`src/hw/rtl/piddb_pkg.sv`:
```
// Shared types, widths, register codes and helpers of the deadband PID controller.
package piddb_pkg;

  // Default number of fraction bits of the gain registers.
  localparam int unsigned FRAC_BITS_DEF = 12;

  // Field widths.
  localparam int unsigned SAMPLE_W   = 16;
  localparam int unsigned GAIN_W     = 24;
  localparam int unsigned DEADBAND_W = 15;
  localparam int unsigned DRIVE_W    = 16;
  localparam int unsigned MODE_W     = 5;
  localparam int unsigned ERR_W      = SAMPLE_W + 1;
  localparam int unsigned TOTAL_W    = 32;

  // Gains are widened by one bit so that a negated minimum still fits.
  localparam int unsigned GAINX_W    = GAIN_W + 1;
  localparam int unsigned PROD_W     = GAINX_W + ERR_W;
  localparam int unsigned IPROD_W    = GAINX_W + TOTAL_W;
  localparam int unsigned PD_W       = PROD_W + 1;
  localparam int unsigned SUM_W      = PD_W + 1;

  // Configuration port.
  localparam int unsigned PADDR_W    = 5;
  localparam int unsigned PDATA_W    = 32;
  localparam int unsigned IDX_W      = 3;

  // Mode bit positions.
  localparam int unsigned MODE_P     = 0;
  localparam int unsigned MODE_I     = 1;
  localparam int unsigned MODE_D     = 2;
  localparam int unsigned MODE_AUTO  = 3;
  localparam int unsigned MODE_REV   = 4;

  // Register reset values.
  localparam logic [SAMPLE_W-1:0]   SETPOINT_RST  = 16'd0;
  localparam logic [GAIN_W-1:0]     PROP_GAIN_RST = 24'd4096;
  localparam logic [GAIN_W-1:0]     INTEG_GAIN_RST = 24'd410;
  localparam logic [GAIN_W-1:0]     DERIV_GAIN_RST = 24'd0;
  localparam logic [DEADBAND_W-1:0] DEADBAND_RST  = 15'd0;
  localparam logic [DRIVE_W-1:0]    DRIVE_MIN_RST = 16'd0;
  localparam logic [DRIVE_W-1:0]    DRIVE_MAX_RST = 16'd255;
  localparam logic [MODE_W-1:0]     MODE_RST      = 5'd7;

  // Register indexes; byte address is four times the index.
  typedef enum logic [IDX_W-1:0] {
    REG_SETPOINT   = 3'd0,
    REG_PROP_GAIN  = 3'd1,
    REG_INTEG_GAIN = 3'd2,
    REG_DERIV_GAIN = 3'd3,
    REG_DEADBAND   = 3'd4,
    REG_DRIVE_MIN  = 3'd5,
    REG_DRIVE_MAX  = 3'd6,
    REG_MODE       = 3'd7
  } reg_idx_t;

  // Current register contents, shared by all stages.
  typedef struct packed {
    logic signed [SAMPLE_W-1:0] setpoint;
    logic signed [GAIN_W-1:0]   prop_gain;
    logic signed [GAIN_W-1:0]   integ_gain;
    logic signed [GAIN_W-1:0]   deriv_gain;
    logic [DEADBAND_W-1:0]      deadband;
    logic signed [DRIVE_W-1:0]  drive_min;
    logic signed [DRIVE_W-1:0]  drive_max;
    logic [MODE_W-1:0]          mode_bits;
  } cfg_t;

  // Error stage result.
  typedef struct packed {
    logic                       manual;
    logic                       dead;
    logic                       flip;
    logic signed [ERR_W-1:0]    err;
    logic signed [ERR_W-1:0]    dsample;
    logic signed [TOTAL_W-1:0]  total;
  } front_t;

  // Product stage result.
  typedef struct packed {
    logic                       manual;
    logic                       dead;
    logic                       flip;
    logic signed [PROD_W-1:0]   p_prod;
    logic signed [PROD_W-1:0]   d_prod;
    logic signed [IPROD_W-1:0]  i_prod;
  } mult_t;

  // Clamp a wide value to [lo, hi]; above hi wins over below lo.
  function automatic logic signed [DRIVE_W-1:0] clamp_drive(
    input logic signed [SUM_W-1:0]   v,
    input logic signed [DRIVE_W-1:0] lo,
    input logic signed [DRIVE_W-1:0] hi
  );
    logic signed [SUM_W-1:0]   lo_x;
    logic signed [SUM_W-1:0]   hi_x;
    logic signed [DRIVE_W-1:0] res;
    lo_x = $signed({{(SUM_W-DRIVE_W){lo[DRIVE_W-1]}}, lo});
    hi_x = $signed({{(SUM_W-DRIVE_W){hi[DRIVE_W-1]}}, hi});
    if (v > hi_x) begin
      res = hi;
    end else if (v < lo_x) begin
      res = lo;
    end else begin
      res = $signed(v[DRIVE_W-1:0]);
    end
    return res;
  endfunction

endpackage

```
`src/hw/rtl/piddb_mult.sv`:
```
// Product stage: P, D and integral gains times error, sample change and total.
module piddb_mult (
  input  logic              clk,
  input  logic              rst_n,
  input  piddb_pkg::cfg_t   cfg,
  input  logic              up_vld,
  input  piddb_pkg::front_t up_data,
  output logic              up_rdy,
  output logic              dn_vld,
  output piddb_pkg::mult_t  dn_data,
  input  logic              dn_rdy
);
  import piddb_pkg::*;

  logic                      vld_r;
  mult_t                     data_r;
  logic signed [GAINX_W-1:0] kp;
  logic signed [GAINX_W-1:0] ki;
  logic signed [GAINX_W-1:0] kd;
  mult_t                     data_nxt;

  assign up_rdy  = !vld_r || dn_rdy;
  assign dn_vld  = vld_r;
  assign dn_data = data_r;

  // Widen the gains and flip them for reverse action, then multiply.
  always_comb begin
    kp = $signed({cfg.prop_gain[GAIN_W-1], cfg.prop_gain});
    ki = $signed({cfg.integ_gain[GAIN_W-1], cfg.integ_gain});
    kd = $signed({cfg.deriv_gain[GAIN_W-1], cfg.deriv_gain});
    if (cfg.mode_bits[MODE_REV]) begin
      kp = -kp;
      ki = -ki;
      kd = -kd;
    end
    data_nxt.manual = up_data.manual;
    data_nxt.dead   = up_data.dead;
    data_nxt.flip   = up_data.flip;
    // Disabled P and D terms contribute zero; the products stay signed.
    data_nxt.p_prod = '0;
    data_nxt.d_prod = '0;
    if (cfg.mode_bits[MODE_P]) begin
      data_nxt.p_prod = kp * $signed(up_data.err);
    end
    if (cfg.mode_bits[MODE_D]) begin
      data_nxt.d_prod = kd * $signed(up_data.dsample);
    end
    data_nxt.i_prod = ki * $signed(up_data.total);
  end

  always_ff @(posedge clk) begin
    if (!rst_n) begin
      vld_r <= 1'b0;
    end else if (up_rdy) begin
      vld_r <= up_vld;
    end
  end

  always_ff @(posedge clk) begin
    if (up_vld && up_rdy) begin
      data_r <= data_nxt;
    end
  end

endmodule

```
`config.mk`:
```
export PLATFORM = sky130hd
export DESIGN_NAME = piddb_mult
export DESIGN_NICKNAME = d
export VERILOG_FILES = /design/src/hw/rtl/piddb_pkg.sv /design/src/hw/rtl/piddb_mult.sv
export SDC_FILE = /design/constraint.sdc
export NUM_CORES = 2
export LEC_CHECK = 0
export ABC_AREA = 1
export BUFFER_PORTS_ARGS = -buffer_cell sky130_fd_sc_hd__clkbuf_2
export CAP_MARGIN = 20
export CORE_MARGIN = 10
export CORE_UTILIZATION = 60
export DETAILED_ROUTE_END_ITERATION = 10
export PLACE_DENSITY_LB_ADDON = 0.1
export SYNTH_ARGS = -nofsm -noshare
export SYNTH_HDL_FRONTEND = slang
export SYNTH_SLANG_ARGS = --single-unit
```
`constraint.sdc`:
```
create_clock -name clk -period 20.5 [get_ports clk]
set_input_delay 5.125 -clock clk [delete_from_list [all_inputs] [get_ports clk]]
set_output_delay 5.125 -clock clk [all_outputs]
set_load 0.05 [all_outputs]
```
# Word level (Yosys, flattened, before mapping)
# Index checks and enable logic that the tools add are counted.
# totals
ff_bits,145
inputBits,213
wordCells,19
# op_classes
add_sub_neg,3
mul,3
mux,3
n_reduce_logical,3
# op_table
op,n
25-bit by 17-bit multiplier with 42-bit output,2
25-bit two-way mux,3
24-bit negation with 25-bit output,3
25-bit by 32-bit multiplier with 57-bit output,1
1-bit logical AND,1
1-bit zero test,1
1-bit logical OR,1

# Logic depth before layout (Yosys ltp)
# depth
ltp_word,3
ltp_mapped,39
ltp_nobuf,37

# Least setup slack after synthesis
# No wires, ideal clock.
# synth_timing
path_type,input to register
start,input up_vld
end,"register data_r, in the netlist dn_data[0] (enable)"
arrival_ns,12.090
required_ns,19.806
setup_slack_ns,7.716
path_stages,2
path_buffers,0
cell_sequence,inv_1 -> a21oi_1
# synth_via
elab_chain_cells,1
# synth_lines
item,line,source
start: declaration,piddb_mult.sv:6,"input logic up_vld,"
1-bit logical AND,piddb_mult.sv:60,if (up_vld && up_rdy) begin
end signal: assignment,piddb_mult.sv:61,data_r <= data_nxt;
end: declaration,piddb_mult.sv:16,mult_t data_r;
# No other way between the ends.
# A chain may end at the register's enable or synchronous reset.

==> impl_metrics.py <==
metrics = {
    "setup_path": {
        "cp_slowest_stage_delay_ns": 0.82,
        "required_ns": 20.72,
        "critPathKind": "primary input to flip-flop",
        "cp_slowest_cell": "fa_1",
        "worstSetupEndpointType": "flip-flop",
        "cp_common_cell": "fa_1",
        "cp.arrival_ns": 14.08,
        "critPathLaunchType": "primary input",
        "cp_max_fo": 34,
    },
    "clock_network": {
        "numCtsBuffers": 17,
        "insertion_delay_ns": 0.48,
        "cts_hold_buf": 0,
        "htreeDepth": 4,
        "cts_tree": "built",
        "clk_pin_slew_ns": 0.08,
        "cts_root_buffer": "clkbuf_16",
        "clockBufferDepth": 2,
        "cts_sinks": 145,
        "cts_setup_buffers": 0,
        "cts_resized": 0,
    },
    "synth": {
        "async_flop_share": 0,
        "synth-warning-count": 0,
        "synth_top_area_share": 0.488,
        "synthAdderAreaFrac": 0.554,
        "synth_top_flop_cell": "edfxtp_1",
        "synthSimpleGateAreaFrac": 0.198,
        "ys_types": 53,
        "synth_compound_area_frac": 0.0329,
        "synth_area_leader_cell": "fa_1",
        "ys_seq_area_frac": 0.0641,
        "ys_ff_latch": 145,
        "netlist_area_um2": 67800,
        "synth_xor_area_frac": 0.00999,
        "synth_top_family_by_area": "adder cells",
        "synth.avg_cell_area_um2": 8.05,
        "syn_inst": 8417,
        "synthMuxAreaShare": 0,
        "synth_edf_count": 144,
        "synth_fp_nets": 10600,
        "synth_area_leaders": "fa_1, inv_1, nand2_1",
    },
    "die": {
        "core_area_um2": 112000,
        "start_util": 0.603,
        "io_pins": 359,
        "fp-row-count": 123,
        "dieArea_um2": 127000,
        "die_w_um": 356,
        "die_h_um": 356,
    },
    "drt": {
        "post_drt_wl_per_cell_um": 21.9,
        "drt-pass1-iter-count": 7,
        "vias": 55900,
        "vias_per_cell": 5.58,
        "ant_nets": 0,
        "dr.first_iter.drc_count": 5000,
        "post-route-drc-count": 0,
        "postRouteWirelength_um": 220000,
    },
    "hold_path": {
        "hp-class": "flip-flop to flip-flop",
    },
    "finish": {
        "final_util": 0.629,
        "stdcell_count": 10000,
        "drive_gt1_frac": 0.0585,
        "area_growth_pct": 4.36,
        "mostFrequentLayoutCells": "inv_1, nand2_1, fa_1",
        "final_common_cell": "inv_1",
        "fin_nets": 10700,
    },
    "timing": {
        "setup_tns_ns": 0,
        "min_period_over_period": 0.676,
        "clock.fmax_mhz": 72.2,
        "min_period_ns": 13.86,
        "hold_violations": 0,
        "worst_slew_margin_rel": 0.201,
        "finalMaxSlewViolations": 0,
        "worst_pin_slew_ns": 1.20,
        "setup_violations": 0,
        "holdWs_ns": 0.564,
        "rsz0062_at_grt": "no",
        "clock_skew_ns": 0.0176,
    },
    "run": {
        "max_cap_violations": 0,
    },
    "grt": {
        "globalRoute.totalOverflow": 0,
        "antenna_found_initial": 17,
        "grtUsageTotal": 0.357,
        "grt_pass1_wl_um": 344000,
        "grt_pass1_vias": 59000,
        "grt_start_max_net_pins": 71,
    },
    "placed_design": {
        "place_inst": 9973,
        "port_buffers": 293,
        "gp_congestion": 1.01,
        "hpwl_um": 181000,
    },
    "run_status": {
        "status": "finished, final reports clean",
    },
}
final timing paths:
path	start	endpoint	slack [ns]	cells after the start
worst max-delay path	cfg[76]	dn_data[54]$_DFFE_PP_	6.64	29
worst min-delay path	dn_vld$_SDFFE_PN0N_	dn_vld$_SDFFE_PN0N_	0.56	2
worst max register to register	dn_vld$_SDFFE_PN0N_	dn_data[93]$_SDFFCE_PN0P_	18.33	2
worst min register to register	dn_vld$_SDFFE_PN0N_	dn_vld$_SDFFE_PN0N_	0.56	2
cells in the mapped netlist (6+ instances only):
cell type  number
nor2_1        844
xor2_1         52
o21a_1         14
or2_2          16
buf_2          69
buf_6          19
fa_1         1651
edfxtp_1      144
nor2_4          8
o21ai_0        86
nor3_1         41
nor2_2         16
nand2_1      2012
inv_1        2156
xnor2_1        19
nand3b_1       12
nand2_2        41
o21bai_1       30
a21oi_1       262
buf_4          14
buf_1           6
inv_2          14
ha_1          360
nand3_1       248
nand4_1        38
nand3_2        12
clkbuf_1      164
clkinv_1       11
critical path: cells and delay by family:
kind,cells,cell delay (ns)
fa+ha+maj,9,4.75
buf+inv,8,1.71
simple gates,12,2.41
logic make-up (layout without fill, tap and decap cells):
family	after synthesis	count (layout)
and+or+nand+nor	3315	3315
xor gates and xnor gates	73	73
adders and majority gates	2011	2011
AOI/OAI and AO/OA	413	413
buffers and inverters	2460	2549
other	0	4
DFF	145	145
registers in the layout, summed over array words and instances, names as in the netlist:
signal	count
dn_data	144
dn_vld	1
stage by stage:
step           worst slack (ns)  cell area [µm²]
2_1_floorplan              7.72            67800
3_3_place_gp               6.43            70100
3_5_place_dp               6.34            70100
4_1_cts                    6.81            70700
5_1_grt                    6.30            70700
6_report                   6.64            70700
layout make-up:
class,instances,area [µm²]
Clock buffer,17,425
Sequential cell,145,4340
Fill cell,10200,41600
Timing Repair Buffer,331,1750
Antenna cell,4,10.0
Tap cell,1500,1880
Inverter,2186,8220
Multi-Input combinational cell,5812,53900
Clock inverter,15,165
metal layers:
metal	vias to the layer above	routed length [µm]	track usage
met4	30	9550	0.133
met1	28000	86700	0.479
li1	24400	-	-
met2	2922	95600	0.535
met3	559	27500	0.121
met5	-	213	0.00154
Power is left out: the tool's default activity adds up to more than one toggle a clock period on the data nets, which glitch-free logic cannot reach.
