$ cat src/hw/rtl/piddb_pkg.sv
// Shared types, widths, register codes and helpers of the deadband PID controller.
package piddb_pkg;

  // Default number of fraction bits of the gain registers.
  localparam int unsigned FRAC_BITS_DEF = 12;

  // Field widths.
  localparam int unsigned SAMPLE_W   = 16;
  localparam int unsigned GAIN_W     = 24;
  localparam int unsigned DEADBAND_W = 15;
  localparam int unsigned DRIVE_W    = 16;
  localparam int unsigned MODE_W     = 5;
  localparam int unsigned ERR_W      = SAMPLE_W + 1;
  localparam int unsigned TOTAL_W    = 32;

  // Gains are widened by one bit so that a negated minimum still fits.
  localparam int unsigned GAINX_W    = GAIN_W + 1;
  localparam int unsigned PROD_W     = GAINX_W + ERR_W;
  localparam int unsigned IPROD_W    = GAINX_W + TOTAL_W;
  localparam int unsigned PD_W       = PROD_W + 1;
  localparam int unsigned SUM_W      = PD_W + 1;

  // Configuration port.
  localparam int unsigned PADDR_W    = 5;
  localparam int unsigned PDATA_W    = 32;
  localparam int unsigned IDX_W      = 3;

  // Mode bit positions.
  localparam int unsigned MODE_P     = 0;
  localparam int unsigned MODE_I     = 1;
  localparam int unsigned MODE_D     = 2;
  localparam int unsigned MODE_AUTO  = 3;
  localparam int unsigned MODE_REV   = 4;

  // Register reset values.
  localparam logic [SAMPLE_W-1:0]   SETPOINT_RST  = 16'd0;
  localparam logic [GAIN_W-1:0]     PROP_GAIN_RST = 24'd4096;
  localparam logic [GAIN_W-1:0]     INTEG_GAIN_RST = 24'd410;
  localparam logic [GAIN_W-1:0]     DERIV_GAIN_RST = 24'd0;
  localparam logic [DEADBAND_W-1:0] DEADBAND_RST  = 15'd0;
  localparam logic [DRIVE_W-1:0]    DRIVE_MIN_RST = 16'd0;
  localparam logic [DRIVE_W-1:0]    DRIVE_MAX_RST = 16'd255;
  localparam logic [MODE_W-1:0]     MODE_RST      = 5'd7;

  // Register indexes; byte address is four times the index.
  typedef enum logic [IDX_W-1:0] {
    REG_SETPOINT   = 3'd0,
    REG_PROP_GAIN  = 3'd1,
    REG_INTEG_GAIN = 3'd2,
    REG_DERIV_GAIN = 3'd3,
    REG_DEADBAND   = 3'd4,
    REG_DRIVE_MIN  = 3'd5,
    REG_DRIVE_MAX  = 3'd6,
    REG_MODE       = 3'd7
  } reg_idx_t;

  // Current register contents, shared by all stages.
  typedef struct packed {
    logic signed [SAMPLE_W-1:0] setpoint;
    logic signed [GAIN_W-1:0]   prop_gain;
    logic signed [GAIN_W-1:0]   integ_gain;
    logic signed [GAIN_W-1:0]   deriv_gain;
    logic [DEADBAND_W-1:0]      deadband;
    logic signed [DRIVE_W-1:0]  drive_min;
    logic signed [DRIVE_W-1:0]  drive_max;
    logic [MODE_W-1:0]          mode_bits;
  } cfg_t;

  // Error stage result.
  typedef struct packed {
    logic                       manual;
    logic                       dead;
    logic                       flip;
    logic signed [ERR_W-1:0]    err;
    logic signed [ERR_W-1:0]    dsample;
    logic signed [TOTAL_W-1:0]  total;
  } front_t;

  // Product stage result.
  typedef struct packed {
    logic                       manual;
    logic                       dead;
    logic                       flip;
    logic signed [PROD_W-1:0]   p_prod;
    logic signed [PROD_W-1:0]   d_prod;
    logic signed [IPROD_W-1:0]  i_prod;
  } mult_t;

  // Clamp a wide value to [lo, hi]; above hi wins over below lo.
  function automatic logic signed [DRIVE_W-1:0] clamp_drive(
    input logic signed [SUM_W-1:0]   v,
    input logic signed [DRIVE_W-1:0] lo,
    input logic signed [DRIVE_W-1:0] hi
  );
    logic signed [SUM_W-1:0]   lo_x;
    logic signed [SUM_W-1:0]   hi_x;
    logic signed [DRIVE_W-1:0] res;
    lo_x = $signed({{(SUM_W-DRIVE_W){lo[DRIVE_W-1]}}, lo});
    hi_x = $signed({{(SUM_W-DRIVE_W){hi[DRIVE_W-1]}}, hi});
    if (v > hi_x) begin
      res = hi;
    end else if (v < lo_x) begin
      res = lo;
    end else begin
      res = $signed(v[DRIVE_W-1:0]);
    end
    return res;
  endfunction

endpackage

$ cat src/hw/rtl/piddb_front.sv
// Input register and error stage: error, deadband test, saturating total, sign change.
module piddb_front (
  input  logic                                  clk,
  input  logic                                  rst_n,
  input  piddb_pkg::cfg_t                       cfg,
  input  logic                                  up_vld,
  input  logic signed [piddb_pkg::SAMPLE_W-1:0] up_sample,
  output logic                                  up_rdy,
  output logic                                  dn_vld,
  output piddb_pkg::front_t                     dn_data,
  input  logic                                  dn_rdy
);
  import piddb_pkg::*;

  logic                       s0_vld_r;
  logic signed [SAMPLE_W-1:0] s0_sample_r;
  logic                       s1_vld_r;
  front_t                     s1_r;

  logic signed [SAMPLE_W-1:0] prev_sample_r;
  logic signed [ERR_W-1:0]    prev_err_r;
  logic signed [TOTAL_W-1:0]  total_r;

  logic                       s1_rdy;
  logic                       s0_fire;
  logic                       manual;
  logic signed [ERR_W-1:0]    err;
  logic [ERR_W-1:0]           aerr;
  logic                       dead;
  logic signed [ERR_W-1:0]    dsample;
  logic signed [TOTAL_W:0]    sum_w;
  logic signed [TOTAL_W-1:0]  sat;
  logic                       flip;
  logic signed [TOTAL_W-1:0]  total_nxt;
  front_t                     s1_nxt;

  // Stage handshake: a stage moves when the one after it has room.
  assign s1_rdy  = !s1_vld_r || dn_rdy;
  assign s0_fire = s0_vld_r && s1_rdy;
  assign up_rdy  = !s0_vld_r || s1_rdy;
  assign dn_vld  = s1_vld_r;
  assign dn_data = s1_r;

  // Error, deadband and saturating accumulation.
  always_comb begin
    manual  = !cfg.mode_bits[MODE_AUTO];
    err     = $signed({cfg.setpoint[SAMPLE_W-1], cfg.setpoint})
            - $signed({s0_sample_r[SAMPLE_W-1], s0_sample_r});
    aerr    = err[ERR_W-1] ? ERR_W'(-err) : ERR_W'(err);
    dead    = aerr < {{(ERR_W-DEADBAND_W){1'b0}}, cfg.deadband};
    dsample = $signed({s0_sample_r[SAMPLE_W-1], s0_sample_r})
            - $signed({prev_sample_r[SAMPLE_W-1], prev_sample_r});
    sum_w   = $signed({total_r[TOTAL_W-1], total_r})
            + $signed({{(TOTAL_W+1-ERR_W){err[ERR_W-1]}}, err});
    if (sum_w[TOTAL_W] != sum_w[TOTAL_W-1]) begin
      sat = sum_w[TOTAL_W] ? $signed({1'b1, {(TOTAL_W-1){1'b0}}})
                           : $signed({1'b0, {(TOTAL_W-1){1'b1}}});
    end else begin
      sat = $signed(sum_w[TOTAL_W-1:0]);
    end
    // Strictly opposite signs, or a zero error after a negative one.
    flip = (prev_err_r[ERR_W-1] && !err[ERR_W-1] && (err != '0))
        || (!prev_err_r[ERR_W-1] && (prev_err_r != '0) && err[ERR_W-1])
        || ((err == '0) && prev_err_r[ERR_W-1]);
    total_nxt = flip ? '0 : sat;

    s1_nxt.manual  = manual;
    s1_nxt.dead    = dead;
    s1_nxt.flip    = flip;
    s1_nxt.err     = err;
    s1_nxt.dsample = dsample;
    s1_nxt.total   = total_nxt;
  end

  // Input register.
  always_ff @(posedge clk) begin
    if (!rst_n) begin
      s0_vld_r <= 1'b0;
    end else if (up_rdy) begin
      s0_vld_r <= up_vld;
    end
  end

  always_ff @(posedge clk) begin
    if (up_vld && up_rdy) begin
      s0_sample_r <= up_sample;
    end
  end

  // Error stage register.
  always_ff @(posedge clk) begin
    if (!rst_n) begin
      s1_vld_r <= 1'b0;
    end else if (s1_rdy) begin
      s1_vld_r <= s0_vld_r;
    end
  end

  always_ff @(posedge clk) begin
    if (s0_fire) begin
      s1_r <= s1_nxt;
    end
  end

  // Controller history, updated once per transfer outside manual mode.
  always_ff @(posedge clk) begin
    if (!rst_n) begin
      prev_sample_r <= '0;
      prev_err_r    <= '0;
      total_r       <= '0;
    end else if (s0_fire && !manual) begin
      if (dead) begin
        total_r <= '0;
      end else begin
        total_r       <= total_nxt;
        prev_err_r    <= err;
        prev_sample_r <= s0_sample_r;
      end
    end
  end

endmodule

$ cat config.mk
export PLATFORM = sky130hd
export DESIGN_NAME = piddb_front
export DESIGN_NICKNAME = d
export VERILOG_FILES = /design/src/hw/rtl/piddb_pkg.sv /design/src/hw/rtl/piddb_front.sv
export SDC_FILE = /design/constraint.sdc
export NUM_CORES = 1
export LEC_CHECK = 0
export ABC_AREA = 1
export BUFFER_PORTS_ARGS = -buffer_cell sky130_fd_sc_hd__buf_4
export CORE_UTILIZATION = 36
export CTS_CLUSTER_DIAMETER = 80
export DETAILED_ROUTE_END_ITERATION = 16
export GPL_ROUTABILITY_DRIVEN = 0
export PLACE_DENSITY = 0.62
export SLEW_MARGIN = 20
export SYNTH_ARGS = -nofsm -noshare
export SYNTH_HDL_FRONTEND = slang
export SYNTH_SLANG_ARGS = --single-unit
$ cat constraint.sdc
create_clock -name clk -period 5.4 [get_ports clk]
set_clock_uncertainty 0.05 [all_clocks]
set_input_delay 0.54 -clock clk [delete_from_list [all_inputs] [get_ports clk]]
set_output_delay 0.54 -clock clk [all_outputs]
set_load 0.03 [all_outputs]
### Word level (Yosys, flattened, before mapping)

Index checks and enable logic that the tools add are counted.

* memories: 0
* bits of input ports: 160
* RAM bits: 0
* bits in registers: 152
* ROM bits: 0
* word-level logic and storage cells: 45
* latch bits: 0

* order comparisons: 1
* divide/modulo/power cells: 0
* bitwise operators: 1
* shifts and indexed selects: 0
* $add $sub $neg: 4
* $mul: 0
* equal/unequal tests: 1
* reduce and logical (&&, ||, !) cells: 21
* muxes and demuxes: 5

Operators by type and width (number)
* $mux 32: 4
* $reduce_bool 17->1: 2
* $sub 16x16->17: 2
* $add 32x17->33: 1
* $logic_not 17->1: 1
* $lt 17x15->1: 1
* $mux 17: 1
* $neg 17->17: 1
* $logic_and 1x1->1: 8
* $logic_not 1->1: 5
* $logic_or 1x1->1: 4
* $reduce_and 2->1: 1
* $ne 1x1->1: 1
* $not 1->1: 1

### Longest topological paths before layout

* depth after elaboration: 8
* mapped depth: 33
* gate-level depth less buffers: 31

### Worst setup path after synthesis

OpenSTA, ideal clock, no wires.

* path kind: input port to flip-flop
* start: in cfg[124] (netlist name)
* end: reg total_r[21]
* arrival: 4.223 ns
* required time: 5.280 ns
* stages: 31
* setup slack: 1.057 ns
* setup time: 0.070 ns
* cells stage by stage: inv_1 ha_1 fa_1 inv_1 nand3_1 nand3_1 nand2_1 nand2_1 nand3_1 nand3_1 nand2_4 inv_2 buf_2 ha_1 a21oi_1 o21ai_0 nand2_1 nand2_1 a21oi_1 nand2_1 nand2_1 nand2_1 nand2_1 inv_1 nor2_2 buf_4 buf_6 nand2_1 inv_1 nand3_1 a21oi_1

* word-level cells in the longest chain between the ends: 8
* elaborated cells on any way between the ends: 19
* classes of those cells: add/sub: 3; order compare: 1; eq/ne: 1; mux: 5; reduce/logical: 9

Ends and longest elaborated chain
* start: declaration: RTL line piddb_front.sv:5 `input piddb_pkg::cfg_t cfg,`
* $sub 16x16->17 (*): RTL line piddb_front.sv:48 `- $signed({s0_sample_r[SAMPLE_W-1], s0_sample_r});`
* net err[16]: RTL line piddb_front.sv:27 `logic signed [ERR_W-1:0] err;`
* branches (longest 5 deep; another with $add 32x17->33)
* $mux 32 (*): RTL line piddb_front.sv:65 `total_nxt = flip ? '0 : sat;`
* net total_nxt[21]: RTL line piddb_front.sv:34 `logic signed [TOTAL_W-1:0] total_nxt;`
* $mux 32 (*): RTL line piddb_front.sv:112 `if (dead) begin`
* end signal: assignment: RTL line piddb_front.sv:115 `total_r <= total_nxt;`
* end: declaration: RTL line piddb_front.sv:22 `logic signed [TOTAL_W-1:0] total_r;`

Mark *: on every way through the listed nets, which the timed path passes.
A chain may end at the register's enable or synchronous reset.

### Worst setup path after layout

* start: reg s0_sample_r[0]
* end: reg total_r[0]

* word-level cells in the longest chain between the ends: 8
* elaborated cells on any way between the ends: 19
* classes of those cells: add/sub: 3; order compare: 1; eq/ne: 1; mux: 5; reduce/logical: 9

Ends and longest elaborated chain
* start: declaration: RTL line piddb_front.sv:16 `logic signed [SAMPLE_W-1:0] s0_sample_r;`
* start signal: assignment: RTL line piddb_front.sv:86 `s0_sample_r <= up_sample;`
* $sub 16x16->17 (*): RTL line piddb_front.sv:48
* branches (longest 5 deep; another with $add 32x17->33)
* $mux 32 (*): RTL line piddb_front.sv:65
* net total_nxt[0]: RTL line piddb_front.sv:34
* $mux 32 (*): RTL line piddb_front.sv:112

Marks and branches as above.

==> parameters.txt <==
Parameter                              Value

Critical path
  Worst Path Max Fanout ... 20
  Top cell by count, worst path ... nand2_1
  Kind of end point of the critical path ... flop
  Crit path launch type ... flop
  WP data arrival ... 5.18 ns
  Cell type of the slowest stage on the worst timing path ... edfxtp_1
  Critical path depth ... 26
  Number of buffer and inverter instances along the worst setup path ... 3
  FF-to-FF path depth ... 26
  Largest delay share family, worst path ... simple AND/OR/NAND/NOR gates
  Type of the setup path with the least slack ... reg -> reg
  Largest stage delay on the critical path ... between 0.4 and 0.5 ns
  Required time of the critical path ... roughly 5.7 ns

Routing
  Antenna violation net count after detailed routing ... 0
  Router iterations before antenna repair ... 5
  Wirelength per Cell ... 14.7 um
  Vias/cell ... 4.91
  1st-iter DRT viols ... 587
  Final routed wirelength across all metal layers ... between 20000 and 30000 um
  Number of design rule violations left after detail routing ... 0
  Vias ... between 9000 and 10000

STA
  Final hold slack ... 0.206 ns
  Final critical delay including setup and external delays ... 4.85 ns
  Final worst slack ... 0.545 ns
  Total Negative Setup Slacks ... 0 ns
  Highest attainable clock frequency ... between 200 and 250 MHz
  Final period utilization ... 89.9%
  Worst-margin pin slew ... 1.06 ns
  Hold violation count in the final report ... 0
  Unrepaired setup endpoints after global routing ... false
  Endpoints failing setup ... 0
  Number of max-slew violations in the final report ... 0
  Worst rel slew slack ... 29.1%

Clock tree
  Clock tree root driver cell ... clkbuf_16
  Worst-Skew Late Latency ... 0.45 ns
  Number of hold buffers added after CTS ... 0
  Count of buffers added by post-CTS timing repair for setup ... 0
  Number of H-tree levels ... 4
  Resized Gates After CTS ... 0
  Cts bufs inserted ... 17
  Largest buffer count on any clock path ... 2
  TritonCTS Sinks ... 152
  CTS tree ... done
  Clock transition at the registers of the reported paths ... 0.08 ns

Logic synthesis
  Multiplexer share of the synthesized area ... 0%
  Number of synthesized flops with an enable pin ... 85
  Top-area cell type share of the netlist area ... 24.8%
  Total of warnings raised by yosys ... 0
  Total of flip-flops plus latches after synthesis ... 152
  Synth Area in Adders ... roughly a tenth
  Syn Std Cell Area ... 10300 um2
  Library cells used by synthesis ... 45
  Synth Area in XOR/XNOR ... 4.73%
  Post-synthesis sequential area ratio ... 37.8%
  Async S/R FF share, synth ... 0%
  Mean instance size in the synthesized netlist ... 7.36 um2
  Mapped Nets ... about 1600
  Combinational family with the most area after synthesis ... simple AND/OR/NAND/NOR gates
  Primary flip-flop cell chosen by synthesis mapping ... edfxtp_1
  Synth Area in Compound Gates ... 10.0%
  Post-synthesis cell count ... between 1000 and 1500
  Biggest area contributors in the synthesized netlist ... edfxtp_1 (25%), dfxtp_1 (13%), nand2_1 (13%)
  Simple-gate share of the synthesized area ... between 20% and 30%
  Synth area leader ... edfxtp_1

Layout
  Layout fillers ... 2901
  Final Non-Filler Cells ... 1905
  Total number of nets in the final design ... 1757
  Fin area ... between 10000 and 15000 um2
  Share of cells above drive strength 1 ... roughly an eighth
  Ant. Diodes ... 0
  Layout overhead on the synthesized area ... 18.7%

Floorplanning
  Number of rows created at floorplan ... just over 60
  Top-Level Pins ... 231
  Width of the die ... 171 um
  Area enclosed by the die boundary ... 29300 um2
  Die Ht ... 171 um
  Initial Util ... 36.9%
  Core Area ... 27900 um2

GRT
  Number of global-route vias before repair ... 8953
  Most Crowded Layer GR ... met2
  Total congestion overflow ... 0
  Met3 usage ... between 2 and 3%
  Number of antenna violations at the first check in global routing ... 0
  GR Layer Usage met2 ... 34.7%
  Overall global routing resource usage ... roughly a fifth
  Pin count of the biggest net entering global routing ... 94
  Met1 capacity usage during global routing ... 24.2%
  First-pass GRT wire length ... 44400 um

Power and ir drop
  Static Leakage ... 5.87 nW
  Areal power density over the cells ... 358 nW/um2
  IR drop worst, VDD ... 214 uV

Placement
  Post-Place Setup Slack ... 0.288 ns
  Number of placed instances with taps included ... 1873
  # port buffers ... 122
  Placed cell areas ... 11600 um2
  Total half-perimeter wirelength after legalization and detailed placement ... 21200 um

Run status
  Outcome ... complete, no violations

Worst hold path
  Type of the most critical hold path ... in -> reg
  Hold path cells ... 1

Flow run
  Max Cap Viol ... 0
## synth_stat cells, types with 6 or more instances
master      n
a21oi_1   128
buf_2       8
buf_6       8
clkbuf_1   20
dfxtp_1    67
edfxtp_1   85
ha_1       80
inv_1     221
nand2_1   349
nand3_1   132
nand4_1     8
nor2_1    126
nor3_1      8
nor4_1      6
o21ai_0    35
xnor2_1    22
xor2_1     28
## flip-flops by register name (all words and copies together) (netlist names)
name and flops:
dn_data 69, s0_vld_r 1, total_r 32, prev_sample_r 16, dn_vld 1, prev_err_r 17, s0_sample_r 16
## stage by stage
stage                     power, W  utilization [%]
after floorplan            0.00268                -
after global routing       0.00465             43.8
final                      0.00437             43.8
after global placement     0.00313             41.5
after detailed placement   0.00315             41.5
after CTS                  0.00440             43.8
## per-layer routing
metal,vias up,routed length [um]
met5,-,0
met4,0,573
met3,40,1380
met2,251,13900
met1,4306,12200
li1,4753,-
## layout by cell type, fill, tap and decap left out, types with 6 or more instances in the layout
cell type,synthesis,layout
nand2_1,349,349
inv_1,221,219
buf_4,1,134
nand3_1,132,132
a21oi_1,128,128
nor2_1,126,125
edfxtp_1,85,85
ha_1,80,80
dfxtp_1,67,67
o21ai_0,35,35
xor2_1,28,28
xnor2_1,22,22
clkbuf_16,0,17
nand4_1,8,8
nor3_1,8,8
clkinv_8,0,7
nor4_1,6,6
## worst reg2reg max path, stage by stage, from the launching register on
cell      delay (ns)
edfxtp_1        0.42
ha_1            0.23
fa_1            0.40
inv_1           0.13
nand3_1         0.08
nand3_1         0.15
nand2_1         0.07
nand2_1         0.09
nand3_1         0.09
nand3_1         0.13
nand2_4         0.12
inv_2           0.36
ha_1            0.37
a21oi_1         0.21
o21ai_0         0.23
nand2_1         0.12
nand2_1         0.08
a21oi_1         0.24
nand2_1         0.11
nand2_1         0.07
nand2_1         0.05
nand2_1         0.10
buf_4           0.27
nand3_1         0.17
nor2_1          0.19
nand3_1         0.10
a21oi_1         0.15
## power by group
part | total, W | switching, W | internal (W)
Clock | 0.00124 | 0.000609 | 0.000632
Combinational | 0.00170 | 0.00112 | 0.000572
Sequential | 0.00143 | 0.0000465 | 0.00139
## logic make-up (layout without fill, tap and decap cells)
group,count (synthesis),in the layout
simple gates,655,655
buf+inv,265,393
compound gates,191,191
flops,152,152
fa+ha+maj,83,83
xor+xnor,53,53
## worst paths after layout
kind / start / to / slack, ns
worst max-delay path: s0_sample_r[0] / total_r[0] / 0.55
worst max register to register: s0_sample_r[0] / total_r[0] / 0.55
worst min-delay path: up_sample[12] / s0_sample_r[12] / 0.21
worst min register to register: total_r[14] / total_r[14] / 0.42
## final cells by class
type | count | area, um2 | area share [%]
clock buffers | 17 | 425 | 3.48
flip-flops and latches | 152 | 3890 | 31.9
clock inverters | 15 | 196 | 1.61
repair buffers | 136 | 1050 | 8.56
inverters | 225 | 845 | 6.91
well taps | 378 | 473 | 3.87
multi-input cells | 982 | 5350 | 43.7
Note: power is estimated with default switching activity, not from simulation.
