<file path="config.mk">
export PLATFORM = sky130hd
export DESIGN_NAME = piddb_cfg
export DESIGN_NICKNAME = d
export VERILOG_FILES = /design/src/hw/rtl/piddb_pkg.sv /design/src/hw/rtl/piddb_cfg.sv
export SDC_FILE = /design/constraint.sdc
export NUM_CORES = 1
export LEC_CHECK = 0
export ABC_CLOCK_PERIOD_IN_PS = 2040
export BUFFER_PORTS_ARGS = -buffer_cell sky130_fd_sc_hd__clkbuf_2
export CORE_ASPECT_RATIO = 2
export CORE_MARGIN = 8
export CORE_UTILIZATION = 45
export CTS_CLUSTER_SIZE = 20
export DETAILED_ROUTE_END_ITERATION = 16
export PLACE_DENSITY = 0.82
export RECOVER_POWER = 100
export SYNTH_ARGS = -nofsm -noshare
export SYNTH_HDL_FRONTEND = slang
export SYNTH_SLANG_ARGS = --single-unit
</file>
<file path="constraint.sdc">
create_clock -name clk -period 2.04 [get_ports clk]
set_input_delay 0.204 -clock clk [delete_from_list [all_inputs] [get_ports clk]]
set_output_delay 0.204 -clock clk [all_outputs]
set_load 0.02 [all_outputs]
</file>
<file path="src/hw/rtl/piddb_pkg.sv">
// Shared types, widths, register codes and helpers of the deadband PID controller.
package piddb_pkg;

  // Default number of fraction bits of the gain registers.
  localparam int unsigned FRAC_BITS_DEF = 12;

  // Field widths.
  localparam int unsigned SAMPLE_W   = 16;
  localparam int unsigned GAIN_W     = 24;
  localparam int unsigned DEADBAND_W = 15;
  localparam int unsigned DRIVE_W    = 16;
  localparam int unsigned MODE_W     = 5;
  localparam int unsigned ERR_W      = SAMPLE_W + 1;
  localparam int unsigned TOTAL_W    = 32;

  // Gains are widened by one bit so that a negated minimum still fits.
  localparam int unsigned GAINX_W    = GAIN_W + 1;
  localparam int unsigned PROD_W     = GAINX_W + ERR_W;
  localparam int unsigned IPROD_W    = GAINX_W + TOTAL_W;
  localparam int unsigned PD_W       = PROD_W + 1;
  localparam int unsigned SUM_W      = PD_W + 1;

  // Configuration port.
  localparam int unsigned PADDR_W    = 5;
  localparam int unsigned PDATA_W    = 32;
  localparam int unsigned IDX_W      = 3;

  // Mode bit positions.
  localparam int unsigned MODE_P     = 0;
  localparam int unsigned MODE_I     = 1;
  localparam int unsigned MODE_D     = 2;
  localparam int unsigned MODE_AUTO  = 3;
  localparam int unsigned MODE_REV   = 4;

  // Register reset values.
  localparam logic [SAMPLE_W-1:0]   SETPOINT_RST  = 16'd0;
  localparam logic [GAIN_W-1:0]     PROP_GAIN_RST = 24'd4096;
  localparam logic [GAIN_W-1:0]     INTEG_GAIN_RST = 24'd410;
  localparam logic [GAIN_W-1:0]     DERIV_GAIN_RST = 24'd0;
  localparam logic [DEADBAND_W-1:0] DEADBAND_RST  = 15'd0;
  localparam logic [DRIVE_W-1:0]    DRIVE_MIN_RST = 16'd0;
  localparam logic [DRIVE_W-1:0]    DRIVE_MAX_RST = 16'd255;
  localparam logic [MODE_W-1:0]     MODE_RST      = 5'd7;

  // Register indexes; byte address is four times the index.
  typedef enum logic [IDX_W-1:0] {
    REG_SETPOINT   = 3'd0,
    REG_PROP_GAIN  = 3'd1,
    REG_INTEG_GAIN = 3'd2,
    REG_DERIV_GAIN = 3'd3,
    REG_DEADBAND   = 3'd4,
    REG_DRIVE_MIN  = 3'd5,
    REG_DRIVE_MAX  = 3'd6,
    REG_MODE       = 3'd7
  } reg_idx_t;

  // Current register contents, shared by all stages.
  typedef struct packed {
    logic signed [SAMPLE_W-1:0] setpoint;
    logic signed [GAIN_W-1:0]   prop_gain;
    logic signed [GAIN_W-1:0]   integ_gain;
    logic signed [GAIN_W-1:0]   deriv_gain;
    logic [DEADBAND_W-1:0]      deadband;
    logic signed [DRIVE_W-1:0]  drive_min;
    logic signed [DRIVE_W-1:0]  drive_max;
    logic [MODE_W-1:0]          mode_bits;
  } cfg_t;

  // Error stage result.
  typedef struct packed {
    logic                       manual;
    logic                       dead;
    logic                       flip;
    logic signed [ERR_W-1:0]    err;
    logic signed [ERR_W-1:0]    dsample;
    logic signed [TOTAL_W-1:0]  total;
  } front_t;

  // Product stage result.
  typedef struct packed {
    logic                       manual;
    logic                       dead;
    logic                       flip;
    logic signed [PROD_W-1:0]   p_prod;
    logic signed [PROD_W-1:0]   d_prod;
    logic signed [IPROD_W-1:0]  i_prod;
  } mult_t;

  // Clamp a wide value to [lo, hi]; above hi wins over below lo.
  function automatic logic signed [DRIVE_W-1:0] clamp_drive(
    input logic signed [SUM_W-1:0]   v,
    input logic signed [DRIVE_W-1:0] lo,
    input logic signed [DRIVE_W-1:0] hi
  );
    logic signed [SUM_W-1:0]   lo_x;
    logic signed [SUM_W-1:0]   hi_x;
    logic signed [DRIVE_W-1:0] res;
    lo_x = $signed({{(SUM_W-DRIVE_W){lo[DRIVE_W-1]}}, lo});
    hi_x = $signed({{(SUM_W-DRIVE_W){hi[DRIVE_W-1]}}, hi});
    if (v > hi_x) begin
      res = hi;
    end else if (v < lo_x) begin
      res = lo;
    end else begin
      res = $signed(v[DRIVE_W-1:0]);
    end
    return res;
  endfunction

endpackage

</file>
<file path="src/hw/rtl/piddb_cfg.sv">
// APB-style register file holding setpoint, gains, limits and mode.
module piddb_cfg (
  input  logic                          clk,
  input  logic                          rst_n,
  input  logic                          psel,
  input  logic                          penable,
  input  logic                          pwrite,
  input  logic [piddb_pkg::PADDR_W-1:0] paddr,
  input  logic [piddb_pkg::PDATA_W-1:0] pwdata,
  output logic [piddb_pkg::PDATA_W-1:0] prdata,
  output logic                          pready,
  output piddb_pkg::cfg_t               cfg
);
  import piddb_pkg::*;

  cfg_t     cfg_r;
  reg_idx_t idx;
  logic     wr_en;

  assign idx    = reg_idx_t'(paddr[PADDR_W-1:2]);
  assign wr_en  = psel && penable && pwrite;
  assign pready = 1'b1;
  assign cfg    = cfg_r;

  // Register writes on the access cycle.
  always_ff @(posedge clk) begin
    if (!rst_n) begin
      cfg_r.setpoint   <= SETPOINT_RST;
      cfg_r.prop_gain  <= PROP_GAIN_RST;
      cfg_r.integ_gain <= INTEG_GAIN_RST;
      cfg_r.deriv_gain <= DERIV_GAIN_RST;
      cfg_r.deadband   <= DEADBAND_RST;
      cfg_r.drive_min  <= DRIVE_MIN_RST;
      cfg_r.drive_max  <= DRIVE_MAX_RST;
      cfg_r.mode_bits  <= MODE_RST;
    end else if (wr_en) begin
      unique case (idx)
        REG_SETPOINT:   cfg_r.setpoint   <= pwdata[SAMPLE_W-1:0];
        REG_PROP_GAIN:  cfg_r.prop_gain  <= pwdata[GAIN_W-1:0];
        REG_INTEG_GAIN: cfg_r.integ_gain <= pwdata[GAIN_W-1:0];
        REG_DERIV_GAIN: cfg_r.deriv_gain <= pwdata[GAIN_W-1:0];
        REG_DEADBAND:   cfg_r.deadband   <= pwdata[DEADBAND_W-1:0];
        REG_DRIVE_MIN:  cfg_r.drive_min  <= pwdata[DRIVE_W-1:0];
        REG_DRIVE_MAX:  cfg_r.drive_max  <= pwdata[DRIVE_W-1:0];
        REG_MODE:       cfg_r.mode_bits  <= pwdata[MODE_W-1:0];
      endcase
    end
  end

  // Read data, zero-extended raw register bits.
  always_comb begin
    unique case (idx)
      REG_SETPOINT:   prdata = {{(PDATA_W-SAMPLE_W){1'b0}}, cfg_r.setpoint};
      REG_PROP_GAIN:  prdata = {{(PDATA_W-GAIN_W){1'b0}}, cfg_r.prop_gain};
      REG_INTEG_GAIN: prdata = {{(PDATA_W-GAIN_W){1'b0}}, cfg_r.integ_gain};
      REG_DERIV_GAIN: prdata = {{(PDATA_W-GAIN_W){1'b0}}, cfg_r.deriv_gain};
      REG_DEADBAND:   prdata = PDATA_W'(cfg_r.deadband);
      REG_DRIVE_MIN:  prdata = {{(PDATA_W-DRIVE_W){1'b0}}, cfg_r.drive_min};
      REG_DRIVE_MAX:  prdata = {{(PDATA_W-DRIVE_W){1'b0}}, cfg_r.drive_max};
      REG_MODE:       prdata = PDATA_W'(cfg_r.mode_bits);
    endcase
  end

endmodule

</file>
== Yosys cells after proc, flatten, opt, wreduce, memory -nomap -nowiden ==
Index checks and enable logic that the tools add are counted.

* Register bits: 140
* Input bits: 42
* Output and inout bits: 173
* Word-level logic and storage cells: 27

* Equality and inequality tests: 7
* Mux-type cells: 1
* Reduce and logical (&&, ||, !) cells: 11

{| class="wikitable"
|+ Operators with widths
! kind !! count
|-
| 32-bit one-hot mux with 8 select lines || 1
|-
| 2-bit AND reduction || 8
|-
| 3-bit equality test (second input constant) || 4
|-
| 3-bit by 2-bit equality test with 1-bit output (second input constant) || 2
|-
| 3-bit by 1-bit equality test with 1-bit output (second input constant) || 1
|-
| 3-bit logical NOT || 1
|-
| 1-bit logical AND || 2
|}

== Longest topological paths before layout ==
Gate-level depths: netlist of run 1.

* Word-level depth: 3
* Gate-level depth with buffers: 7

== Worst setup path after synthesis of run 1 ==
No wires, ideal clock.

* Kind: input port to output port
* Start: input paddr[2] (netlist bit)
* End: output prdata[11] (netlist bit)
* Data arrival time: 1.290 ns
* Slack: 0.546 ns
* Stages: 6
* Path through: buf_4 > inv_2 > buf_2 > buf_2 > o221ai_1 > a21oi_1

* Word-level cells in the longest chain between the ends: 2
* Elaborated cells between the ends (all ways): 9
* Classes of those cells: eq/ne (7); mux (1); reduce/logical (1)

{| class="wikitable"
|+ RTL lines
! item !! line !! text
|-
| from (decl) || piddb_cfg.sv:8 || <nowiki>input logic [piddb_pkg::PADDR_W-1:0] paddr,</nowiki>
|-
| 3-bit equality test, or another cell as far along || piddb_cfg.sv:52 || <nowiki>unique case (idx)</nowiki>
|-
| 32-bit one-hot mux with 8 select lines * || piddb_cfg.sv:52 ||
|-
| to (decl) || piddb_cfg.sv:10 || <nowiki>output logic [piddb_pkg::PDATA_W-1:0] prdata,</nowiki>
|}

Mark *: on every way between the ends. The rest lies on a longest branch, timed or not. The select of a mux whose other input is x is not followed.

== Worst setup path after layout of run 1 ==
* Start: input paddr[2] (netlist bit)
* End: output prdata[6] (netlist bit)

The elaborated chain is that of the path after synthesis.

==> reports/results.ini, run 1 <==
[cells_and_area]
multi_input_area_sq_mm = 0.00276
drive_above_1_share_pct = 11.7
fill_cells = 1278
n_antenna_cell = 0
largest_reg_flops = 140
seqCellArea_sq_mm = 0.00280
areaGrowthSynthToFinish_pct = 25.3
layout.nets = 941

[timing]
finalHoldViolCount = 0
drv_slew = 0
finalSetupViolCount = 0
relSlewSlack_pct = 14.0
final.setup.tns_ns = 0
post-route-min-period_ns = 1.87
fin_crit_sh_pct = 91.9
fmax_ghz = 0.534
skew_ns = 0
worst_pin_slew_ns = 1.29
rsz0062_at_grt = no

[worst_setup_path]
worst-path-max-fanout = 14
cp.arrival_ns = 1.67
cp_top_family = buffers and inverters
critical_path.startpoint = paddr[2]
slowest_delay_ns = 0.31
path_cells = clkbuf_2 > inv_2 > clkbuf_2 > o221ai_1 > a21oi_1 > clkbuf_2
worst_path_most_repeated_cell = clkbuf_2
rr_startpoint = cfg[108]
path_class = in -> out
required_ns = 1.84
critPathLaunchType = primary input
reg2reg_slack_ns = 1.31
path_buf_inv = 4
cp-end-kind = output pin
cp_slowest_cell = inv_2

[hold_path]
min_from = pwdata[11]
min_path_type = in -> reg

[route]
routedWlPerCell_microns = 19.6
via_count = 6177
drtIter0Drc = 516
firstDrtPassIters = 6
vias_per_cell = 5.81
antenna_left = 0
drt-total-wl_mm = 20.8
drc = 0

[cts]
clock_sinks = 140
clockRootBuffer = clkbuf_16
holdBufCountCts = 0
htree_num_levels = 4
clk_pin_slew_worst_paths_ns = 0.06
clock_latency_ns = 0.41
cts_tree = done
cts_setup_buffers = 0
clockBufferDepth = 2
numCtsBuffers = 17
post_cts_resized = 0

[logic_synthesis]
yosys.area_share.simple_pct = 21.2
synth_top_area_cell = dfxtp_1
synth_seq_cells = 140
ys_seq_area_share_pct = 47.1
ys.warnings.count = 0
avgSynthCellArea_sq_um = 8.30
synthMuxAreaShare_pct = 6.69
synth_ff_type = dfxtp_1
syn_inst = 717
async_reset_ff_share_pct = 0
synthXorXnorAreaFrac_pct = 0
synth-edff-count = 0
synth_top_family_by_area = simple AND/OR/NAND/NOR gates
syn_area_sq_mm = 0.00595
synth_top_area_share_pct = 47.1
synth_compound_area_share_pct = 17.9
ys_types = 37
synth_fa_ha_area_share_pct = 0
synth_top_cells_by_area = dfxtp_1, nand3_1, o21ai_1

[global_route]
use_met2_pct = 37.9
antenna_found_initial = 0
use_met3_pct = 7.33
grt_pass1_wl_mm = 31.8
track_usage_pct = 22.8
use_met1_pct = 24.2
grt_remaining_overflow = 0
grt_max_degree = 57
first_global_vias = 5987
top_usage_layer = met2

[placement]
hpwl_mm = 15.3
place_congestion = 0.966
port_buffers = 195

[floorplan]
start_util_pct = 45.8
fp.dieW_microns = 97.3
fp.dieArea_sq_mm = 0.0174
io_pins = 215
die_height_microns = 179
rows = 59
core_area_sq_mm = 0.0130

[job]
maxCapViolCount = 0

[pwr]
power_per_cell_area_mw_per_mm2 = 884
power.leakage_nw = 2.84
vdd_ir_drop_max_uv = 598
total_power_mw = 6.59

[status]
status = completed

through the flow:
step | instance area [sq um] | cells | utilization, % | worst slack, ns | hold WS [ns]
after floorplan | 5980 | 724 | - | 0.546 | 0.328
after global placement | 7090 | 1032 | 54.5 | 0.237 | 0.439
after detailed placement | 7090 | 1032 | 54.5 | 0.174 | 0.455
after CTS | 7720 | 1064 | 59.4 | 0.249 | 0.0117
after global routing | 7460 | 1064 | 57.4 | 0.103 | 0.0185
final | 7460 | 1064 | 57.4 | 0.166 | 0.0198
cells by family (layout without fill, tap and decap cells):
family | after synthesis | in the layout
AOI/OAI and AO/OA | 186 | 186
buffers and inverters | 81 | 269
DFF | 140 | 140
muxes | 38 | 38
other | 2 | 9
and+or+nand+nor | 270 | 270
final cells by class:
| class | instances | area share, % |
|---|---|---|
| clock inverters | 15 | 2.84 |
| inverters | 6 | 0.302 |
| multi-input cells | 503 | 37.0 |
| clock buffers | 17 | 5.71 |
| flip-flops and latches | 140 | 37.6 |
| well taps | 152 | 2.55 |
| repair buffers | 231 | 14.0 |
cells in the mapped netlist (2+ instances only):
| master | count |
|---|---|
| nand2_1 | 70 |
| mux2_1 | 10 |
| o221ai_1 | 7 |
| o21ai_1 | 123 |
| inv_1 | 4 |
| nand3_1 | 143 |
| nor2b_1 | 2 |
| mux2i_1 | 24 |
| o21ai_0 | 5 |
| a32oi_1 | 15 |
| buf_2 | 29 |
| buf_4 | 14 |
| clkbuf_1 | 18 |
| conb_1 | 2 |
| or2_1 | 2 |
| dfxtp_1 | 140 |
| buf_1 | 11 |
| nor2_1 | 38 |
| mux2_2 | 4 |
| a31oi_1 | 8 |
| o22a_1 | 4 |
| nand2b_1 | 5 |
| buf_6 | 3 |
| inv_2 | 2 |
| nor3_1 | 3 |
| a21oi_1 | 17 |
| a221oi_1 | 4 |
layer usage:
metal,vias to the layer above,wire length (microns)
li1,2901,-
met1,2857,7770
met2,329,10200
met3,90,1710
met4,0,1210
met5,-,0
power by group:
group,leakage [nW],internal (mW),switching (mW)
Clock,0.302,2.07,1.25
Combinational,1.41,0.147,0.357
Sequential,1.13,2.76,0.0189
worst min-delay path, delay by kind of cell:
kind	cells	cell delay, ns
buffers and inverters	1	0.09
and+or+nand+nor	1	0.05
AOI/OAI and AO/OA	1	0.06
path summary, 6_finish.rpt:
check / end / cells after the start
max: prdata[6] / 6
min: cfg[48] / 3
max reg2reg: cfg[108] / 2
min reg2reg: cfg[51] / 2
cell usage in the layout (no fill, tap or decap), drive strengths merged, types with 2 or more instances in the layout:
master and n:
nand2 71, a32oi 15, dfxtp 140, nor2b 3, nand2b 5, a221oi 4, o21ai 128, buf 25
a31oi 8, clkbuf 223, o221ai 7, clkinv 4, nor2 39, nor3 3, bufinv 4, nand3 144
a21oi 17, conb 9, inv 10, clkinvlp 3, mux2i 24, or2 2, o22a 4, mux2 14
(Power assumes the default switching activity.)
==> run 2, diff against run 1 <==
--- a/config.mk
+++ b/config.mk
@@ -7,12 +7,14 @@
 export LEC_CHECK = 0
 export ABC_CLOCK_PERIOD_IN_PS = 2040
 export BUFFER_PORTS_ARGS = -buffer_cell sky130_fd_sc_hd__clkbuf_2
+export CELL_PAD_IN_SITES_DETAIL_PLACEMENT = 1
+export CELL_PAD_IN_SITES_GLOBAL_PLACEMENT = 2
 export CORE_ASPECT_RATIO = 2
 export CORE_MARGIN = 8
-export CORE_UTILIZATION = 45
+export CORE_UTILIZATION = 30
 export CTS_CLUSTER_SIZE = 20
 export DETAILED_ROUTE_END_ITERATION = 16
-export PLACE_DENSITY = 0.82
+export PLACE_DENSITY = 0.93
 export RECOVER_POWER = 100
 export SYNTH_ARGS = -nofsm -noshare
 export SYNTH_HDL_FRONTEND = slang
==> run 2 against run 1 <==
Net effect: non-clock buffer count down 5; register-to-register slack about the same; cell area is 0.87% higher; power is 3.4% lower; final cell count grew 9.9%; largest power group unchanged.
==> reports/results.ini, run 2 (synthesis results as in run 1) <==
[status]
status = completed

[pwr]
vdd_ir_drop_max_uv = 525  ; -12%
power.leakage_nw = 2.81  ; -1.2%
total_power_mw = 6.37  ; -3.4%
power_per_cell_area_mw_per_mm2 = 846  ; -4.3%

[timing]
finalHoldViolCount = 0  ; unchanged
finalSetupViolCount = 0  ; unchanged
fin_crit_sh_pct = 92.8  ; +0.98 points
post-route-min-period_ns = 1.89  ; +0.0200 ns
drv_slew = 0  ; unchanged
relSlewSlack_pct = 42.8  ; +29 points
worst_pin_slew_ns = 0.859  ; -0.431 ns
skew_ns = 0  ; unchanged
rsz0062_at_grt = no
hold_ws_ns = 0.0238  ; +0.00408 ns
fmax_ghz = 0.528  ; -1.1%
final.setup.tns_ns = 0  ; unchanged

[floorplan]
core_area_sq_mm = 0.0196  ; +51%
fp.dieW_microns = 116  ; +19%
rows = 73  ; +24%
fp.dieArea_sq_mm = 0.0249  ; +43%
die_height_microns = 215  ; +20%
io_pins = 215  ; unchanged
start_util_pct = 30.3  ; -15 points

[cts]
clockBufferDepth = 2  ; unchanged
htree_num_levels = 4  ; unchanged
post_cts_resized = 0  ; unchanged
clk_pin_slew_worst_paths_ns = 0.06  ; about the same
clockRootBuffer = clkbuf_16
clock_sinks = 140  ; unchanged
cts_tree = done
cts_setup_buffers = 0  ; unchanged
numCtsBuffers = 17  ; unchanged
holdBufCountCts = 0  ; unchanged
clock_latency_ns = 0.41  ; about the same

[global_route]
grt_pass1_wl_mm = 37.1  ; +17%
grt_max_degree = 73  ; +28%
track_usage_pct = 19.4  ; -3.5 points
antenna_found_initial = 0  ; unchanged
first_global_vias = 6558  ; +9.5%
grt_remaining_overflow = 0  ; unchanged

[worst_setup_path]
cp.arrival_ns = 1.69  ; +0.02 ns
path_cells = mux2i_1 > nor3_1 > o32a_1 > clkbuf_1
path_buf_inv = 1  ; -3
path_class = reg -> out
slowest_delay_ns = 0.38  ; +0.07 ns
critPathLaunchType = flop
cp_slowest_cell = dfxtp_1
required_ns = 1.84  ; about the same
cp_top_family = flip-flops
cp-end-kind = output pin
worst-path-max-fanout = 3  ; -11

[cells_and_area]
areaGrowthSynthToFinish_pct = 26.4
stdcell_area_sq_mm = 0.00752  ; +0.87%
n_antenna_cell = 0  ; unchanged
largest_reg_flops = 140  ; unchanged
drive_above_1_share_pct = 11.8  ; +0.065 points
layout_common_cells = clkbuf_1, nand3_1, dfxtp_1
mostFrequentLayoutCell = clkbuf_1
layout.nets = 936  ; -0.53%

[route]
routedWlPerCell_microns = 20.7  ; +5.5%
antenna_left = 0  ; unchanged
firstDrtPassIters = 4  ; -2
drc = 0  ; unchanged
via_count = 6168  ; -0.15%
vias_per_cell = 5.28  ; -9.1%
drtIter0Drc = 458  ; -11%
drt-total-wl_mm = 24.1  ; +16%

[placement]
hpwl_mm = 18.1  ; +19%
place_congestion = 0.916  ; -5.3%
dpl_cell_area_sq_mm = 0.00722  ; +1.9%
port_buffers = 195  ; unchanged

[hold_path]
min_path_type = in -> reg

[job]
maxCapViolCount = 0  ; unchanged

-- run 2: cell types whose count changed in the layout (fill, tap and decap cells not counted), sizes merged --
cell / previous run / this run
buf: 25 / 22
bufinv: 4 / 2
clkinvlp: 3 / 5
inv: 10 / 8
-- run 2: worst paths after layout --
path               from         end  slack (ns)  cells past startpoint
min          pwdata[14]     cfg[51]        0.02                      3
min reg2reg     cfg[49]     cfg[49]        0.48                      2
max             cfg[50]  prdata[13]        0.15                      4
max reg2reg     cfg[20]     cfg[20]        1.30                      2
-- run 2: through the flow --
step | cells | util, % | worst slack, ns
finish | 1169 | 38.3 | 0.146
global route | 1169 | 38.3 | 0.0708
CTS | 1169 | 39.8 | 0.211
detailed placement | 1137 | 36.8 | 0.168
global placement | 1137 | 36.8 | 0.200
floorplan | 724 | - | 0.546
-- run 2: area by class of cell --
class	count	area (sq um)
well taps	262	328
fillers	2460	12100
repair buffers	226	1040
clock inverters	13	143
inverters	6	22.5
clock buffers	19	443
multi-input cells	503	2740
flip-flops and latches	140	2800
-- run 2: per-layer routing --
layer / vias to the layer above / wire, microns / GRT usage [%]
li1: 2891 / - / -
met1: 2953 / 9280 / 21.5
met2: 277 / 11500 / 31.9
met3: 47 / 2530 / 7.36
met4: 0 / 852 / 8.51
met5: - / 0 / 0
-- run 2: worst register-to-register path, delay by kind of cell (launching register included) --
family	cells	cell delay [ns]
compound gates	1	0.10
flops	1	0.45
simple gates	1	0.10
-- run 2: where the power goes --
group / total, mW / internal, mW / switching [mW]
clock network: 3.08 / 1.84 / 1.24
logic: 0.510 / 0.147 / 0.363
registers: 2.78 / 2.76 / 0.0206
total: 6.37 / 4.74 / 1.63
